`config.mk`:
```
export PLATFORM = sky130hd
export DESIGN_NAME = josephus_elimination_order_flat
export DESIGN_NICKNAME = d
export VERILOG_FILES = /design/src/jeo_pkg.sv /design/src/jeo_req_if.sv /design/src/jeo_res_if.sv /design/src/josephus_elimination_order.sv /design/src/jeo_datapath.sv /design/src/jeo_ctrl.sv /design/src/flat_wrapper.sv
export SDC_FILE = /design/constraint.sdc
export NUM_CORES = 1
export LEC_CHECK = 0
export BUFFER_PORTS_ARGS = -buffer_cell sky130_fd_sc_hd__buf_4
export CAP_MARGIN = 5
export CELL_PAD_IN_SITES_DETAIL_PLACEMENT = 0
export CELL_PAD_IN_SITES_GLOBAL_PLACEMENT = 1
export CORE_MARGIN = 5
export CORE_UTILIZATION = 50
export CTS_CLUSTER_SIZE = 30
export DETAILED_ROUTE_END_ITERATION = 6
export HOLD_SLACK_MARGIN = 0.08
export PLACE_DENSITY = 0.83
export SYNTH_ARGS = -nofsm -noshare
export SYNTH_HDL_FRONTEND = slang
export SYNTH_SLANG_ARGS = --single-unit
```
`constraint.sdc`:
```
create_clock -name clk_i -period 7.95 [get_ports clk_i]
set_clock_uncertainty 0.15 [all_clocks]
set_input_delay 1.59 -clock clk_i [delete_from_list [all_inputs] [get_ports clk_i]]
set_output_delay 1.59 -clock clk_i [all_outputs]
set_load 0.005 [all_outputs]
```
`src/jeo_pkg.sv`:
```
// ----------------------------------------------------------------------------
// jeo_pkg
// Shared widths, register indices and control structures of the
// elimination order block.
// ----------------------------------------------------------------------------
package jeo_pkg;

  localparam int unsigned POS_W  = 7;  // ring size, start and removed person
  localparam int unsigned STEP_W = 8;
  localparam int unsigned CFG_W  = 8;  // widest register
  localparam int unsigned IDX_W  = 2;

  localparam logic [IDX_W-1:0] CFG_RING_SIZE      = 2'd0;
  localparam logic [IDX_W-1:0] CFG_STEP_COUNT     = 2'd1;
  localparam logic [IDX_W-1:0] CFG_START_POSITION = 2'd2;

  localparam logic [POS_W-1:0]  RING_SIZE_RST      = 7'd8;
  localparam logic [STEP_W-1:0] STEP_COUNT_RST     = 8'd3;
  localparam logic [POS_W-1:0]  START_POSITION_RST = 7'd1;

  typedef struct packed {
    logic load;        // take a new request
    logic mod_step;    // one subtraction of the start reduction
    logic count_step;  // move one place and count a survivor
    logic emit;        // remove the current person and send the word
    logic skip_step;   // move one place past a removed person
  } jeo_cmd_t;

  typedef struct packed {
    logic n_zero;      // configured ring is empty
    logic mod_done;    // start reduced below the ring size
    logic k_done;      // count has reached the step
    logic alive_cur;   // person at the current place is still in
    logic last;        // one person left
    logic rem_zero;
    logic out_free;    // output register can take a word
  } jeo_sts_t;

endpackage

```
`src/jeo_req_if.sv`:
```
// ----------------------------------------------------------------------------
// jeo_req_if
// Request channel: one word carries the counting direction.
// ----------------------------------------------------------------------------
interface jeo_req_if;
  logic valid;
  logic ready;
  logic direction;

  modport source (output valid, output direction, input ready);
  modport sink   (input valid, input direction, output ready);
endinterface

```
`src/jeo_res_if.sv`:
```
// ----------------------------------------------------------------------------
// jeo_res_if
// Result channel: one word per removed person.
// ----------------------------------------------------------------------------
interface jeo_res_if;
  logic                      valid;
  logic                      ready;
  logic [jeo_pkg::POS_W-1:0] removed_position;
  logic                      last_of_run;

  modport source (output valid, output removed_position, output last_of_run, input ready);
  modport sink   (input valid, input removed_position, input last_of_run, output ready);
endinterface

```
`src/josephus_elimination_order.sv`:
```
// ----------------------------------------------------------------------------
// josephus_elimination_order
// Emits the removal order of a counting-out ring, one word per person.
// ----------------------------------------------------------------------------
// Each request word picks a direction and empties a ring of
// min(ring_size, MAX_PEOPLE) people, returning one result word per removal,
// the final one marked with last_of_run; a ring size of zero returns nothing.
// A request is loaded, then runs the subtractions of the start reduction
// (start_position - 1, up to 126, reduced by the ring size), then per
// removal the counting loop, which moves one place at a time and ends on a
// check, and the removal itself, and after every removal but the last a skip
// over dead places that also ends on a check. The walk grows longer as
// removed places thin the ring, since the current position steps one place
// at a time over the alive bitmap.
// The removal waits while the output register is full. A new request is
// taken once the previous one has sent its last word to the output register.
// Registers are to be written only while the block is idle; the block itself does not enforce this.
// ----------------------------------------------------------------------------
module josephus_elimination_order #(
  parameter int unsigned MAX_PEOPLE = 64
) (
  input  logic                       clk_i,
  input  logic                       rst_ni,
  input  logic                       cfg_we_i,
  input  logic [jeo_pkg::IDX_W-1:0]  cfg_idx_i,
  input  logic [jeo_pkg::CFG_W-1:0]  cfg_data_i,
  jeo_req_if.sink                    req_i,
  jeo_res_if.source                  res_o
);

  logic [jeo_pkg::POS_W-1:0]  ring_size_q;
  logic [jeo_pkg::STEP_W-1:0] step_count_q;
  logic [jeo_pkg::POS_W-1:0]  start_position_q;

  jeo_pkg::jeo_cmd_t cmd;
  jeo_pkg::jeo_sts_t sts;

  always_ff @(posedge clk_i or negedge rst_ni) begin
    if (!rst_ni) begin
      ring_size_q      <= jeo_pkg::RING_SIZE_RST;
      step_count_q     <= jeo_pkg::STEP_COUNT_RST;
      start_position_q <= jeo_pkg::START_POSITION_RST;
    end else if (cfg_we_i) begin
      unique case (cfg_idx_i)
        jeo_pkg::CFG_RING_SIZE:      ring_size_q      <= cfg_data_i[jeo_pkg::POS_W-1:0];
        jeo_pkg::CFG_STEP_COUNT:     step_count_q     <= cfg_data_i;
        jeo_pkg::CFG_START_POSITION: start_position_q <= cfg_data_i[jeo_pkg::POS_W-1:0];
        default: ;
      endcase
    end
  end

  jeo_ctrl u_ctrl (
    .clk_i       (clk_i),
    .rst_ni      (rst_ni),
    .req_valid_i (req_i.valid),
    .req_ready_o (req_i.ready),
    .sts_i       (sts),
    .cmd_o       (cmd)
  );

  jeo_datapath #(
    .MAX_PEOPLE (MAX_PEOPLE)
  ) u_datapath (
    .clk_i            (clk_i),
    .rst_ni           (rst_ni),
    .ring_size_i      (ring_size_q),
    .step_count_i     (step_count_q),
    .start_position_i (start_position_q),
    .direction_i      (req_i.direction),
    .cmd_i            (cmd),
    .sts_o            (sts),
    .res_ready_i      (res_o.ready),
    .res_valid_o      (res_o.valid),
    .res_pos_o        (res_o.removed_position),
    .res_last_o       (res_o.last_of_run)
  );

endmodule

```
`src/jeo_datapath.sv`:
```
// ----------------------------------------------------------------------------
// jeo_datapath
// Alive bitmap, current place, counters and the output register.
// ----------------------------------------------------------------------------
module jeo_datapath #(
  parameter int unsigned MAX_PEOPLE = 64
) (
  input  logic                       clk_i,
  input  logic                       rst_ni,
  input  logic [jeo_pkg::POS_W-1:0]  ring_size_i,
  input  logic [jeo_pkg::STEP_W-1:0] step_count_i,
  input  logic [jeo_pkg::POS_W-1:0]  start_position_i,
  input  logic                       direction_i,
  input  jeo_pkg::jeo_cmd_t          cmd_i,
  output jeo_pkg::jeo_sts_t          sts_o,
  input  logic                       res_ready_i,
  output logic                       res_valid_o,
  output logic [jeo_pkg::POS_W-1:0]  res_pos_o,
  output logic                       res_last_o
);

  localparam int unsigned PW = $clog2(MAX_PEOPLE);
  localparam int unsigned CW = $clog2(MAX_PEOPLE + 1);

  logic [MAX_PEOPLE-1:0]      alive_q, alive_d;
  logic [PW-1:0]              pos_q, pos_d, pos_adv;
  logic [CW-1:0]              n_q, n_d, n_cfg;
  logic [CW-1:0]              rem_q, rem_d;
  logic [jeo_pkg::POS_W-1:0]  mod_q, mod_d;
  logic [jeo_pkg::STEP_W-1:0] k_q, k_d;
  logic                       dir_q, dir_d;
  logic                       out_valid_q, out_valid_d;
  logic [jeo_pkg::POS_W-1:0]  out_pos_q, out_pos_d;
  logic                       out_last_q, out_last_d;
  logic [CW-1:0]              pos_ext;
  logic                       adv_alive;

  assign n_cfg = (ring_size_i > jeo_pkg::POS_W'(MAX_PEOPLE)) ? CW'(MAX_PEOPLE)
                                                             : CW'(ring_size_i);
  assign pos_ext = CW'(pos_q);

  // One place on round the ring, wrapping at either end.
  always_comb begin
    if (dir_q) begin
      pos_adv = (pos_q == '0) ? PW'(n_q - CW'(1)) : PW'(pos_ext - CW'(1));
    end else begin
      pos_adv = (pos_ext + CW'(1) >= n_q) ? '0 : PW'(pos_ext + CW'(1));
    end
  end

  assign adv_alive = alive_q[pos_adv];

  always_comb begin
    alive_d     = alive_q;
    pos_d       = pos_q;
    n_d         = n_q;
    rem_d       = rem_q;
    mod_d       = mod_q;
    k_d         = k_q;
    dir_d       = dir_q;
    out_pos_d   = out_pos_q;
    out_last_d  = out_last_q;
    out_valid_d = out_valid_q && !res_ready_i;
    if (cmd_i.load) begin
      for (int i = 0; i < MAX_PEOPLE; i++) begin
        alive_d[i] = (CW'(i) < n_cfg);
      end
      n_d   = n_cfg;
      rem_d = n_cfg;
      dir_d = direction_i;
      k_d   = jeo_pkg::STEP_W'(1);
      mod_d = (start_position_i == '0) ? '0 : start_position_i - jeo_pkg::POS_W'(1);
    end
    if (cmd_i.mod_step) begin
      if (sts_o.mod_done) begin
        pos_d = mod_q[PW-1:0];
      end else begin
        mod_d = mod_q - jeo_pkg::POS_W'(n_q);
      end
    end
    if (cmd_i.count_step) begin
      pos_d = pos_adv;
      if (adv_alive) begin
        k_d = k_q + jeo_pkg::STEP_W'(1);
      end
    end
    if (cmd_i.skip_step) begin
      pos_d = pos_adv;
    end
    if (cmd_i.emit) begin
      alive_d[pos_q] = 1'b0;
      rem_d          = rem_q - CW'(1);
      k_d            = jeo_pkg::STEP_W'(1);
      out_valid_d    = 1'b1;
      out_pos_d      = jeo_pkg::POS_W'(pos_ext) + jeo_pkg::POS_W'(1);
      out_last_d     = (rem_q == CW'(1));
    end
  end

  always_ff @(posedge clk_i or negedge rst_ni) begin
    if (!rst_ni) begin
      out_valid_q <= 1'b0;
      rem_q       <= '0;
      n_q         <= '0;
      k_q         <= '0;
      pos_q       <= '0;
    end else begin
      out_valid_q <= out_valid_d;
      rem_q       <= rem_d;
      n_q         <= n_d;
      k_q         <= k_d;
      pos_q       <= pos_d;
    end
  end

  always_ff @(posedge clk_i) begin
    alive_q    <= alive_d;
    mod_q      <= mod_d;
    dir_q      <= dir_d;
    out_pos_q  <= out_pos_d;
    out_last_q <= out_last_d;
  end

  always_comb begin
    sts_o.n_zero    = (ring_size_i == '0);
    sts_o.mod_done  = (mod_q < jeo_pkg::POS_W'(n_q));
    sts_o.k_done    = (k_q >= step_count_i);
    sts_o.alive_cur = alive_q[pos_q];
    sts_o.last      = (rem_q == CW'(1));
    sts_o.rem_zero  = (rem_q == '0);
    sts_o.out_free  = !out_valid_q || res_ready_i;
  end

  assign res_valid_o = out_valid_q;
  assign res_pos_o   = out_pos_q;
  assign res_last_o  = out_last_q;

`ifndef SYNTHESIS
  a_pos_in_ring: assert property (@(posedge clk_i) disable iff (!rst_ni)
    cmd_i.count_step |-> (pos_ext < n_q))
    else $error("current place outside the ring while counting");
  a_rem_dec: assert property (@(posedge clk_i) disable iff (!rst_ni)
    (cmd_i.emit && !cmd_i.load) |=> (rem_q == $past(rem_q) - CW'(1)))
    else $error("remaining count not reduced by a removal");
`endif

endmodule

```
`src/jeo_ctrl.sv`:
```
// ----------------------------------------------------------------------------
// jeo_ctrl
// Sequencer of one request: start reduction, counting, removal, skipping.
// ----------------------------------------------------------------------------
module jeo_ctrl (
  input  logic              clk_i,
  input  logic              rst_ni,
  input  logic              req_valid_i,
  output logic              req_ready_o,
  input  jeo_pkg::jeo_sts_t sts_i,
  output jeo_pkg::jeo_cmd_t cmd_o
);

  typedef enum logic [2:0] {
    ST_IDLE,
    ST_MOD,
    ST_COUNT,
    ST_EMIT,
    ST_SKIP
  } state_e;

  state_e state_q, state_d;

  always_comb begin
    state_d     = state_q;
    cmd_o       = '0;
    req_ready_o = 1'b0;
    unique case (state_q)
      ST_IDLE: begin
        req_ready_o = 1'b1;
        if (req_valid_i) begin
          cmd_o.load = 1'b1;
          // An empty ring yields no words at all.
          if (!sts_i.n_zero) begin
            state_d = ST_MOD;
          end
        end
      end
      ST_MOD: begin
        cmd_o.mod_step = 1'b1;
        if (sts_i.mod_done) begin
          state_d = ST_COUNT;
        end
      end
      ST_COUNT: begin
        if (sts_i.k_done) begin
          state_d = ST_EMIT;
        end else begin
          cmd_o.count_step = 1'b1;
        end
      end
      ST_EMIT: begin
        if (sts_i.out_free) begin
          cmd_o.emit = 1'b1;
          state_d    = sts_i.last ? ST_IDLE : ST_SKIP;
        end
      end
      ST_SKIP: begin
        if (sts_i.alive_cur) begin
          state_d = ST_COUNT;
        end else begin
          cmd_o.skip_step = 1'b1;
        end
      end
      default: state_d = ST_IDLE;
    endcase
  end

  always_ff @(posedge clk_i or negedge rst_ni) begin
    if (!rst_ni) begin
      state_q <= ST_IDLE;
    end else begin
      state_q <= state_d;
    end
  end

`ifndef SYNTHESIS
  a_count_has_people: assert property (@(posedge clk_i) disable iff (!rst_ni)
    (state_q == ST_COUNT) |-> !sts_i.rem_zero)
    else $error("counting with nobody left in the ring");
  a_remove_alive: assert property (@(posedge clk_i) disable iff (!rst_ni)
    cmd_o.emit |-> sts_i.alive_cur)
    else $error("removing a person who is already out");
`endif

endmodule

```
`src/flat_wrapper.sv`:
```
// flat-port wrapper written by rule: the top's interface ports become plain ports
module josephus_elimination_order_flat 
#(
  parameter int unsigned MAX_PEOPLE = 64
)
  (clk_i, rst_ni, cfg_we_i, cfg_idx_i, cfg_data_i, req_i_valid, req_i_direction, req_i_ready, res_o_valid, res_o_removed_position, res_o_last_of_run, res_o_ready);
  jeo_req_if req_i_i ();
  jeo_res_if res_o_i ();
  input  logic clk_i;
  input  logic rst_ni;
  input  logic cfg_we_i;
  input  logic [jeo_pkg::IDX_W-1:0] cfg_idx_i;
  input  logic [jeo_pkg::CFG_W-1:0] cfg_data_i;
  input wire logic [$bits(req_i_i.valid)-1:0] req_i_valid;
  input wire logic [$bits(req_i_i.direction)-1:0] req_i_direction;
  output wire logic [$bits(req_i_i.ready)-1:0] req_i_ready;
  output wire logic [$bits(res_o_i.valid)-1:0] res_o_valid;
  output wire logic [$bits(res_o_i.removed_position)-1:0] res_o_removed_position;
  output wire logic [$bits(res_o_i.last_of_run)-1:0] res_o_last_of_run;
  input wire logic [$bits(res_o_i.ready)-1:0] res_o_ready;
  assign req_i_i.valid = req_i_valid;
  assign req_i_i.direction = req_i_direction;
  assign req_i_ready = req_i_i.ready;
  assign res_o_valid = res_o_i.valid;
  assign res_o_removed_position = res_o_i.removed_position;
  assign res_o_last_of_run = res_o_i.last_of_run;
  assign res_o_i.ready = res_o_ready;
  josephus_elimination_order #(.MAX_PEOPLE(MAX_PEOPLE)) u_core (.clk_i(clk_i), .rst_ni(rst_ni), .cfg_we_i(cfg_we_i), .cfg_idx_i(cfg_idx_i), .cfg_data_i(cfg_data_i), .req_i(req_i_i), .res_o(res_o_i));
endmodule
```
### After elaboration in Yosys (flattened, before gate mapping)

Cells that the tools add are included.
W data, S select, Z words.

| cells by class | value |
|---|---|
| add/subtract/negate cells | 7 |
| equal/unequal tests | 13 |
| reduce and logical (&&, ||, !) cells | 18 |
| multiplexer cells | 45 |
| bitwise gates (word level) | 2 |
| $lt $le $gt $ge | 71 |

Operators with widths:

| operator | count |
|---|---|
| $lt A6 B7 Y1 const A | 32 |
| $mux W64 | 2 |
| $lt A5 B7 Y1 const A | 16 |
| $and A64 B64 Y64 | 1 |
| $not A64 Y64 | 1 |
| $lt A4 B7 Y1 const A | 8 |
| $mux W7 | 7 |
| $mux W6 | 7 |
| $mux W8 | 4 |
| $lt A3 B7 Y1 const A | 4 |
| $mux W3 | 7 |
| $pmux W3 S5 | 1 |
| $logic_not A7 Y1 | 2 |
| $lt A1 B7 Y1 const A | 2 |
| $lt A2 B7 Y1 const A | 2 |
| $lt A6 B7 Y1 const B | 2 |
| $mux W1 | 14 |
| $sub A7 B1 Y7 const B | 2 |
| $bmux W1 S6 | 2 |
| $sub A6 B1 Y6 const B | 2 |
| $add A8 B1 Y8 const B | 1 |
| $ge A8 B8 Y1 | 1 |
| $ne A2 B1 Y1 const B | 4 |
| $reduce_and A2 Y1 | 4 |
| 23 further kinds | 28 |

| word-level totals | value |
|---|---|
| output and inout port bits | 10 |
| register bits | 134 |

### Logic depth before layout (Yosys ltp)

| depth | value |
|---|---|
| depth after elaboration | 9 |
| depth in mapped cells | 21 |
| gate-level depth less buffers | 16 |

### By module

Synthesis repeated with hierarchy kept, for this count alone.

| second synthesis, totals | value |
|---|---|
| cells, all modules | 947 |
| area, all modules | 8,239.2 um^2 |

By module, submodules not included:

| module | area each (um^2) | cells an instance | instances |
|---|---|---|---|
| jeo_datapath | 7,165.6 | 879 | 1 |
| josephus_elimination_order | 844.6 | 47 | 1 |
| jeo_ctrl | 229.0 | 21 | 1 |

### Worst setup path after synthesis

OpenSTA, ideal clock, no wires.

| timing | value |
|---|---|
| path type | reg2reg |
| start | register u_core.u_datapath.pos_q[0] |
| end | register u_core.u_datapath.k_q[1] (netlist name) |
| setup slack | 3,760 ps |
| stages on the path, launching flop included | 16 |
| data arrival time | 3,962 ps |
| buffers on the path | 2 |
| cells stage by stage | dfrtp_1 buf_2 inv_1 buf_1 ha_1 nor2b_2 nand2_1 mux2i_1 ha_1 a2bb2oi_2 mux4_2 and2_1 a2111oi_4 o41ai_4 or3b_1 a21oi_1 |

| between the ends | value |
|---|---|
| longest elaborated chain between the ends | 9 |
| elaborated cells on any way between the ends | 12 |
| classes of those cells | add/sub: 2; order compare: 1; mux: 8; reduce/logical: 1 |

RTL lines:

| element | line | source |
|---|---|---|
| start, declared | jeo_datapath.sv:26 | `logic [PW-1:0] pos_q, pos_d, pos_adv;` |
| start signal, assigned | jeo_datapath.sv:112 | `pos_q <= pos_d;` |
| $add A6 B1 Y7 | jeo_datapath.sv:47 | `pos_adv = (pos_ext + CW'(1) >= n_q) ? '0 : PW'(pos_ext + CW'(1));` |
| $ge A7 B7 Y1 | jeo_datapath.sv:47 |  |
| $mux W6 | jeo_datapath.sv:47 |  |
| $mux W6 (*) | jeo_datapath.sv:44 | `if (dir_q) begin` |
| $bmux W1 S6 (*) | jeo_datapath.sv:51 | `assign adv_alive = alive_q[pos_adv];` |
| $mux W1 (implied by the code) (*) | jeo_datapath.sv:51 |  |
| $mux W8 (*) | jeo_datapath.sv:83 | `if (adv_alive) begin` |
| $mux W8 (*) | jeo_datapath.sv:81 | `if (cmd_i.count_step) begin` |
| $mux W8 (*) | jeo_datapath.sv:90 | `if (cmd_i.emit) begin` |
| named net u_core.u_datapath.k_d, one bit | jeo_datapath.sv:30 | `logic [jeo_pkg::STEP_W-1:0] k_q, k_d;` |
| end signal, assigned | jeo_datapath.sv:111 | `k_q <= k_d;` |
| end, declared | jeo_datapath.sv:30 |  |

The timed path passes the listed nets; every way through them passes the cells marked *. The select of a mux whose other input is x is not followed.
A chain may end at the register's enable or synchronous reset.

### Worst setup path after layout

| timing | value |
|---|---|
| start | register u_core.u_datapath.pos_q[0] |
| end | register u_core.u_datapath.k_q[4] (netlist name) |

The elaborated chain is that of the path after synthesis.

==> flow_summary.toml <==
[clock_network]
tritoncts = "done"
clkSinkCount = 134
clock_latency_ns = 0.43
ctsResizeCount = 0
htree_levels = 4
clkTransAtPathRegs_ns = 0.06
holdBufCountCts = 0
numCtsBuffers = 17
cts-root-buf = "clkbuf_16"
cts.path.max_buffers = 2
postCtsSetupBuffers = 0

[detailed_routing]
vias_per_cell = 6.55
wl_per_cell_um = 23.3
postRouteAntennaNets = 0
vias = 7648
first_pass_iters = 7
drt_iter0_markers = 999
drt-total-wl_um = 27200
drcViolationCount = 0

[setup_path]
crit_path_end_kind = "register"
crit_required_ns = 8.12
start_kind = "register"
worstReg2RegEnd = "u_core.u_datapath.k_q[4]"
r2r_start = "u_core.u_datapath.pos_q[0]"
reg2reg_slack_ns = 2.25
startpoint = "u_core.u_datapath.pos_q[0]"
worstPathArrival_ns = 5.87
cp_max_fo = 21
worstSetupPathType = "register to register"
ff2ff_path_depth = 12
cp-endpoint = "u_core.u_datapath.k_q[4]"

[layout]
finish.instance_area_um2 = 9130
fin_cells = 1168
final_core_util_pct = 57.1
areaGrowthSynthToFinish_pct = 11.1
n_antenna_cell = 0
fin_nets = 985
drive_gt1_share_pct = 14.6

[sta]
whs_ns = 0.333
setup_violations = 0
post-route-min-period_ns = 5.70
rsz0062_at_grt = "no"
slew_viol_final = 0
fmax_ghz = 0.175
hold_violations = 0
relSlewSlack_pct = 16.5
worst_pin_slew_ns = 1.25
fin_tns_setup_ns = 0
fin_crit_sh_pct = 71.7

[placement]
placed_area_um2 = 8510
port_buffers = 25
routabilityCongestion = 0.982
dp_cells = 1136
hpwlAfterDp_um = 19000

[flow_run]
drv_cap = 0

[floorplanning]
fp.dieArea_um2 = 19100
core_um2 = 16000
row_count = 46
die_width_um = 138
start_util_pct = 51.4
die_h_um = 138
ioPinCount = 26

[synthesis]
seq_area_frac_synth_pct = 37.1
ys_warn_count = 0
synth_fp_nets = 985
ys_seq_elements = 134
yosys.area.top_type_share_pct = 17.3
synthDistinctLibCells = 84
synth_area_leaders = "dfxtp_1, dfrtp_1, mux2_2"
yosysTopAreaCell = "dfxtp_1"
synth.avg_cell_area_um2 = 8.75
synth_area_um2 = 8220
synthFlopType = "dfxtp_1"
async_flop_share_pct = 40.3
synth_edf_count = 9
synthCells = 939

[global_route]
grt_max_degree = 55
grt_antenna_before_repair = 0
grt_first_pass_wirelength_um = 42300
grt_pass1_vias = 7262
grtUsageTotal_pct = 27.7
grt_overflow = 0

[power]
p_per_area_nw_per_um2 = 481
total_leakage_power_nw = 3.76
ir_drop_v = 0.000217

[run_status]
outcome = "finished clean"

[worst_hold_path]
worstHoldPathType = "register to register"
-- worst max-delay path: stages, from the launching register on --
cell and delay (ns):
dfrtp_1 0.90, inv_1 0.52, ha_1 0.38, nor2b_2 0.19, nand2_1 0.22, mux2i_1 0.22
ha_1 0.28, o2bb2ai_1 0.76, mux4_2 0.41, a2111oi_4 0.09, o41ai_4 0.92, o21ai_0 0.23
a311oi_1 0.32
-- power breakdown --
part	leakage, nW	switching (W)	total (W)	internal (W)
clock network	0.297	0.000311	0.000819	0.000508
logic	2.13	0.00132	0.00221	0.000897
registers	1.33	0.000381	0.00135	0.000973
-- worst min-delay path by stage --
stage / startpoint / end / depth (start not counted)
2_1_floorplan: u_core.u_datapath.alive_q[43] / u_core.u_datapath.alive_q[43] / 2
3_3_place_gp: u_core.u_datapath.alive_q[50] / u_core.u_datapath.alive_q[50] / 2
3_5_place_dp: u_core.u_datapath.alive_q[50] / u_core.u_datapath.alive_q[50] / 2
4_1_cts: u_core.u_datapath.alive_q[50] / u_core.u_datapath.alive_q[50] / 2
5_1_grt: u_core.u_datapath.alive_q[49] / u_core.u_datapath.alive_q[49] / 2
6_report: u_core.u_datapath.mod_q[6] / u_core.u_datapath.mod_q[6] / 2
-- cells in the mapped netlist (6+ instances only) --
library cell	n
o211ai_1	11
a32oi_1	9
nor3_1	17
o22ai_1	10
buf_2	9
and3_1	13
ha_1	29
nand2_1	91
buf_6	6
mux2i_1	30
a221oi_1	22
a22oi_1	17
a31oi_1	14
nand3b_1	6
dfxtp_1	71
inv_1	38
mux2_2	37
a311oi_1	7
xnor2_1	10
edfxtp_1	9
nand3_1	25
nor2_1	98
a21oi_1	67
clkbuf_1	40
dfrtp_1	50
nor2b_1	10
nand2b_1	9
o21ai_0	73
-- logic make-up after synthesis --
group / Yosys count / synth area share [%]
simple gates: 300 / 17.1
xor+xnor: 13 / 1.39
buf+inv: 99 / 5.21
mux: 72 / 10.0
fa+ha+maj: 30 / 4.66
compound gates: 291 / 24.5
flops: 134 / 37.1
-- stage by stage --
step / worst slack [ns] / power [W]
global placement: 2.72 / 0.00343
finish: 2.25 / 0.00439
floorplan: 3.76 / 0.00290
detailed placement: 2.43 / 0.00350
global route: 1.91 / 0.00464
CTS: 2.34 / 0.00433
-- cells in the final DEF (no fill, tap or decap), types with 6 or more instances in the layout --
master	Yosys	final
nor2_1	98	98
nand2_1	91	91
o21ai_0	73	73
dfxtp_1	71	71
a21oi_1	67	67
dfrtp_1	50	50
buf_4	0	41
inv_1	38	37
mux2_2	37	37
mux2i_1	30	30
ha_1	29	29
nand3_1	25	25
a221oi_1	22	22
clkbuf_16	0	19
nor3_1	17	17
a22oi_1	17	17
a31oi_1	14	14
and3_1	13	13
o211ai_1	11	11
xnor2_1	10	10
nor2b_1	10	10
o22ai_1	10	10
nand2b_1	9	9
a32oi_1	9	9
edfxtp_1	9	9
a311oi_1	7	7
nand3b_1	6	6
-- registers in the layout, indices dropped and copies added, names as in the netlist --
register and count:
u_core.u_datapath.k_q 8, u_core.u_datapath.res_pos_o 7, u_core.u_datapath.res_valid_o 1, u_core.start_position_q 7, u_core.u_datapath.mod_q 7, u_core.ring_size_q 7
u_core.u_datapath.dir_q 1, u_core.step_count_q 8, u_core.u_ctrl.state_q 3, u_core.u_datapath.pos_q 6, u_core.u_datapath.res_last_o 1, u_core.u_datapath.n_q 7
u_core.u_datapath.rem_q 7, u_core.u_datapath.alive_q 64
-- layer usage --
metal | global-route usage, % | wire length [um] | vias up
met2 | 43.6 | 12600 | 381
met5 | 0 | 0 | -
met1 | 38.0 | 11600 | 3742
li1 | - | - | 3466
met4 | 9.20 | 715 | 0
met3 | 6.28 | 2270 | 59
-- layout make-up --
class | count | area, um^2
Fill cell | 1437 | 6870
Multi-Input combinational cell | 706 | 4740
Sequential cell | 134 | 3050
Clock buffer | 22 | 497
Timing Repair Buffer | 41 | 308
Tap cell | 216 | 270
Inverter | 39 | 146
Clock inverter | 10 | 118
(Power assumes the default switching activity.)
